$ cat src/hdl/hbac_pkg.sv
package hbac_pkg;

   localparam int TABLE_ENTRIES = 64;
   localparam int IDX_W = (TABLE_ENTRIES > 1) ? $clog2(TABLE_ENTRIES) : 1;
   localparam int CNT_W = $clog2(TABLE_ENTRIES + 1);

   localparam int OP_W   = 3;
   localparam int ADDR_W = 64;
   localparam int LEN_W  = 32;
   localparam int STS_W  = 3;
   localparam int BLK_W  = 2;
   localparam int WIN_W  = 32;

   localparam logic [WIN_W-1:0] STACK_WINDOW_RESET = 32'h0010_0000;

   typedef enum logic [OP_W-1:0] {
      OP_ALLOC_UNDEF = 3'd0,
      OP_ALLOC_ZERO  = 3'd1,
      OP_FREE        = 3'd2,
      OP_REALLOC     = 3'd3,
      OP_ACCESS      = 3'd4
   } op_type;

   typedef enum logic [STS_W-1:0] {
      STS_OK          = 3'd0,
      STS_INV_READ    = 3'd1,
      STS_INV_WRITE   = 3'd2,
      STS_UNINIT_READ = 3'd3,
      STS_DOUBLE_FREE = 3'd4,
      STS_INV_FREE    = 3'd5,
      STS_TABLE_FULL  = 3'd6
   } status_type;

   typedef enum logic [BLK_W-1:0] {
      BLK_DEFINED   = 2'd0,
      BLK_UNDEFINED = 2'd1,
      BLK_FREED     = 2'd3
   } blk_type;

   typedef enum logic [1:0] {
      MODE_FREE,
      MODE_REALLOC,
      MODE_ACCESS
   } mode_type;

   typedef enum logic [2:0] {
      S_IDLE,
      S_DECODE,
      S_SCAN,
      S_HANDLE,
      S_RECORD,
      S_STACK_SUB,
      S_STACK_CMP,
      S_DONE
   } fsm_type;

   typedef struct packed {
      logic [ADDR_W-1:0] base;
      logic [LEN_W-1:0]  len;
      blk_type           st;
   } entry_type;

   typedef struct packed {
      logic              hit;
      logic              borrow;
      logic [ADDR_W-1:0] diff;
   } cmp_res_type;

endpackage

$ cat src/hdl/hbac_cmp.sv
// Shared 64-bit subtract/compare: a - b, and whether a lies in [b, b+len).
module hbac_cmp (
   input  logic [hbac_pkg::ADDR_W-1:0] a,
   input  logic [hbac_pkg::ADDR_W-1:0] b,
   input  logic [hbac_pkg::LEN_W-1:0]  len,
   output hbac_pkg::cmp_res_type       res
);
   import hbac_pkg::*;

   logic [ADDR_W:0] diff_w;

   assign diff_w = {1'b0, a} - {1'b0, b};

   always_comb begin
      res.borrow = diff_w[ADDR_W];
      res.diff   = diff_w[ADDR_W-1:0];
      res.hit    = !diff_w[ADDR_W]
                   && (diff_w[ADDR_W-1:LEN_W] == '0)
                   && (diff_w[LEN_W-1:0] < len);
   end

endmodule

$ cat config.mk
export PLATFORM = sky130hd
export DESIGN_NAME = hbac_cmp
export DESIGN_NICKNAME = d
export VERILOG_FILES = /design/src/hdl/hbac_pkg.sv /design/src/hdl/hbac_cmp.sv
export SDC_FILE = /design/constraint.sdc
export NUM_CORES = 1
export LEC_CHECK = 0
export BUFFER_PORTS_ARGS = -buffer_cell sky130_fd_sc_hd__buf_2
export CORE_MARGIN = 8
export CORE_UTILIZATION = 51
export DETAILED_ROUTE_END_ITERATION = 7
export PLACE_DENSITY = 0.9
export SYNTH_ARGS = -nofsm -noshare
export SYNTH_HDL_FRONTEND = slang
export SYNTH_SLANG_ARGS = --single-unit
export TNS_END_PERCENT = 100
$ cat constraint.sdc
create_clock -name vclk -period 8.46
set_input_delay 1.692 -clock vclk [all_inputs]
set_output_delay 1.692 -clock vclk [all_outputs]
set_load 0.01 [all_outputs]
======== After elaboration in Yosys (flattened, before gate mapping) ========
Cells that the tools add are included.
cells by class
  $add $sub $neg .......................... 1
  order comparisons ....................... 1
  reduce and logical (&&, ||, !) cells .... 4
operators by type and width
  operator                                        count
  64-bit by 64-bit subtractor with 65-bit output  1
  32-bit logical NOT                              1
  32-bit < comparator                             1
  1-bit logical AND                               2
  1-bit logical NOT                               1
word-level totals
  flip-flop bits (word level) ............. 0
  bits of input ports ..................... 160
  output and inout port bits .............. 66
  word-level logic and storage cells ...... 6

======== Logic depth before layout (Yosys ltp) ========
  depth after elaboration ................. 4
  depth in mapped cells ................... 25
  depth with buffers taken out ............ 25

======== Worst setup path before layout ========
No wires, ideal clock.
  kind .................................... input-to-output
  start point ............................. input port a[0] in the netlist's numbering
  end point ............................... output port res[65] in the netlist's numbering
  arrival ................................. 5.849 ns
  data required time ...................... 6.768 ns
  path slack .............................. 0.919 ns
  stages .................................. 24
  buffers on the path ..................... 0
  cells stage by stage .................... inv_1 ha_1 inv_1 fa_1 a21o_1 a221o_1 a21oi_1 nor2b_1 o21ai_0 nand2b_1 a21oi_1 nor2_1 nor2_1 xnor2_1 ha_1 a21o_1 a21oi_1 o21ai_0 o2111ai_1 a2111oi_0 or4_4 nor3_2 nand4_2 nor4b_4
RTL lines
  what         RTL line       text
  from (decl)  hbac_cmp.sv:3  input logic [hbac_pkg::ADDR_W-1:0] a,
  to (decl)    hbac_cmp.sv:6  output hbac_pkg::cmp_res_type res

==> flow_summary.ini <==
[setup_path]
cp_max_fo = 6
path_depth = 23
slowest_delay_ns = 0.43
cp.arrival_ns = 6.44
critPathKind = in2out
crit_chain = buf_2 > inv_1 > ha_1 > and3_1 > nand4_1 > a21oi_2 > o2111ai_1 > a21oi_1 > nor2_1 > o21ai_0 > xor2_1 > ha_1 > nand3_1 > nor2_1 > nand2_1 > nor2_1 > a2111oi_0 > o2111ai_1 > or4_4 > nor3_2 > nand4_2 > nor4b_4 > buf_2
crit_top_cell = nor2_1
cp_slowest_cell = or4_4
worst_setup_path_start_kind = input pin
cp.required_ns = 6.77
crit_buf_inv = 3
critical-path-top-delay-family = simple AND/OR/NAND/NOR gates
endpoint = res[65]
cp-end-kind = output pin
cp-startpoint = b[8]

[timing]
worst_pin_slew_ns = 0.690
timing.final.crit_period_ns = 8.13
setup_violations = 0
slew_viol_final = 0
rsz0062_at_grt = no
max_slew_margin_pct = 52.8
fmax_mhz = 123
min_period_over_period_pct = 96.1
setup_tns_ns = 0
finalHoldViolCount = 0

[placement]
place_congestion = 0.992
place_hpwl_um = 16500
dp.cells = 1142
port_buffers = 226

[floorplan]
fp.dieW_um = 117
initial_core_util_pct = 51.7
dieArea_sq_mm = 0.0138
core_sq_mm = 0.0101
rows = 37
dieHeight_um = 117
ios = 226

[synth]
syn_area_per_cell_sq_um = 6.48
synthCells = 810
synth_area_sq_mm = 0.00525
synth_seq_area_share_pct = 0
syn_nets = 1066
synthDistinctLibCells = 70
synth_warnings = 0

[route]
vias = 6568
wl_um = 18500
first_pass_iters = 5
drc = 0
viasPerCell = 5.75
antenna_left = 0
drt-wirelength-per-cell_um = 16.2
drtIter0Drc = 556

[power_and_ir_drop]
power.leakage_nw = 3.43
vdd_ir_drop_max_uv = 54.1
pwr_density_cell_mw_per_mm2 = 95.2
sw_frac_of_total_pct = 60.0
p_seq_share_pct = 0
p_comb_share_pct = 100.0
power.internal_w = 0.000244
switching_power_w = 0.000365
finalPower_w = 0.000609
clkPwrFrac_pct = 0

[grt]
grt_pass1_vias = 6370
grt.met1_usage_pct = 30.6
gr-usage-met2_pct = 44.7
antenna_found_initial = 0
grt_overflow = 0
use_met3_pct = 3.65
gr-max-usage-layer = met2
grt_pass1_wl_um = 30200
grtUsageTotal_pct = 25.0
grt_max_degree = 12

[finish]
clock_buffers = 0
layout-drive-gt1-share_pct = 25.1
fillers = 1001
design.seq.count = 0
area_growth_pct = 21.9
nNetsFinal = 1264
most-common-layout-cells = buf_2 (226), inv_1 (105), ha_1 (95)
final_common_cell = buf_2
ff_latch_area_sq_um = 0
multi_input_area_sq_mm = 0.00470
antenna_cells = 0
final_cells = 1142

[clocking]
postCtsHoldBufs = 0
post_cts_buffers = 0
post_cts_resized = 0

[run]
cap_viol_max_count = 0

[status]
status = completed

[worst_hold_path]
hp-class = in2out
## area by class of cell
cell class                 count  area share [%]
inverter                     105            6.16
multi-input combinational    675            73.5
tap                          136            2.66
timing repair buffer         226            17.7
## routing by layer
metal	wire, um	vias to the layer above
met3	1440	38
met5	0	-
li1	-	3283
met1	7820	2947
met2	8790	300
met4	485	0
## power by group through the flow
stage | sequential (W) | combinational (W) | clock, W
after global routing | 0 | 0.000667 | 0
after CTS | 0 | 0.000602 | 0
final | 0 | 0.000609 | 0
after detailed placement | 0 | 0.000599 | 0
after floorplan | 0 | 0.000396 | 0
after global placement | 0 | 0.000596 | 0
## how the worst min path moves through the flow
stage                     from     end  cells past startpoint
after floorplan           b[0]  res[0]                      2
after global placement    b[0]  res[0]                      4
after detailed placement  b[0]  res[0]                      4
after CTS                 b[0]  res[0]                      4
after global routing      b[0]  res[0]                      4
final                     b[0]  res[0]                      4
## cells by family after synthesis
logic type	share of synthesized area, %
xor gates and xnor gates	9.85
adders and majority gates	23.0
buffers and inverters	10.4
and+or+nand+nor	25.3
muxes	0.191
AOI/OAI and AO/OA	31.2
## metrics by stage
stage          util [%]  area [sq um]  hold WS, ns  setup WS (ns)
3_3_place_gp       63.1          6400         3.75          0.535
4_1_cts            63.1          6400         3.76          0.386
6_report           63.1          6400         3.75          0.327
2_1_floorplan         -          5250         3.56          0.919
3_5_place_dp       63.1          6400         3.76          0.423
5_1_grt            63.1          6400         3.79         0.0246
## cell usage after synthesis, types with 4 or more instances
cell type	count	share of area, %
nand3_1	10	0.95
o211ai_1	6	0.86
a2111oi_0	4	0.67
o21bai_1	8	1.1
o2111ai_1	5	0.83
inv_1	105	7.5
or3_1	6	0.72
xnor2_1	30	5.0
o21a_1	16	2.3
and3_1	10	1.2
a211oi_1	5	0.72
nor2_1	74	5.3
a21oi_1	92	8.8
xor2_1	29	4.8
a31oi_1	10	1.2
o21ai_0	50	4.8
buf_2	18	1.7
nor4_1	4	0.48
a21o_1	27	3.9
clkbuf_1	9	0.64
nor3_1	14	1.3
nand4_1	33	3.9
nor2b_1	7	0.83
nand2_1	78	5.6
nand2b_1	5	0.60
ha_1	95	23
Note: power is estimated with default switching activity, not from simulation.
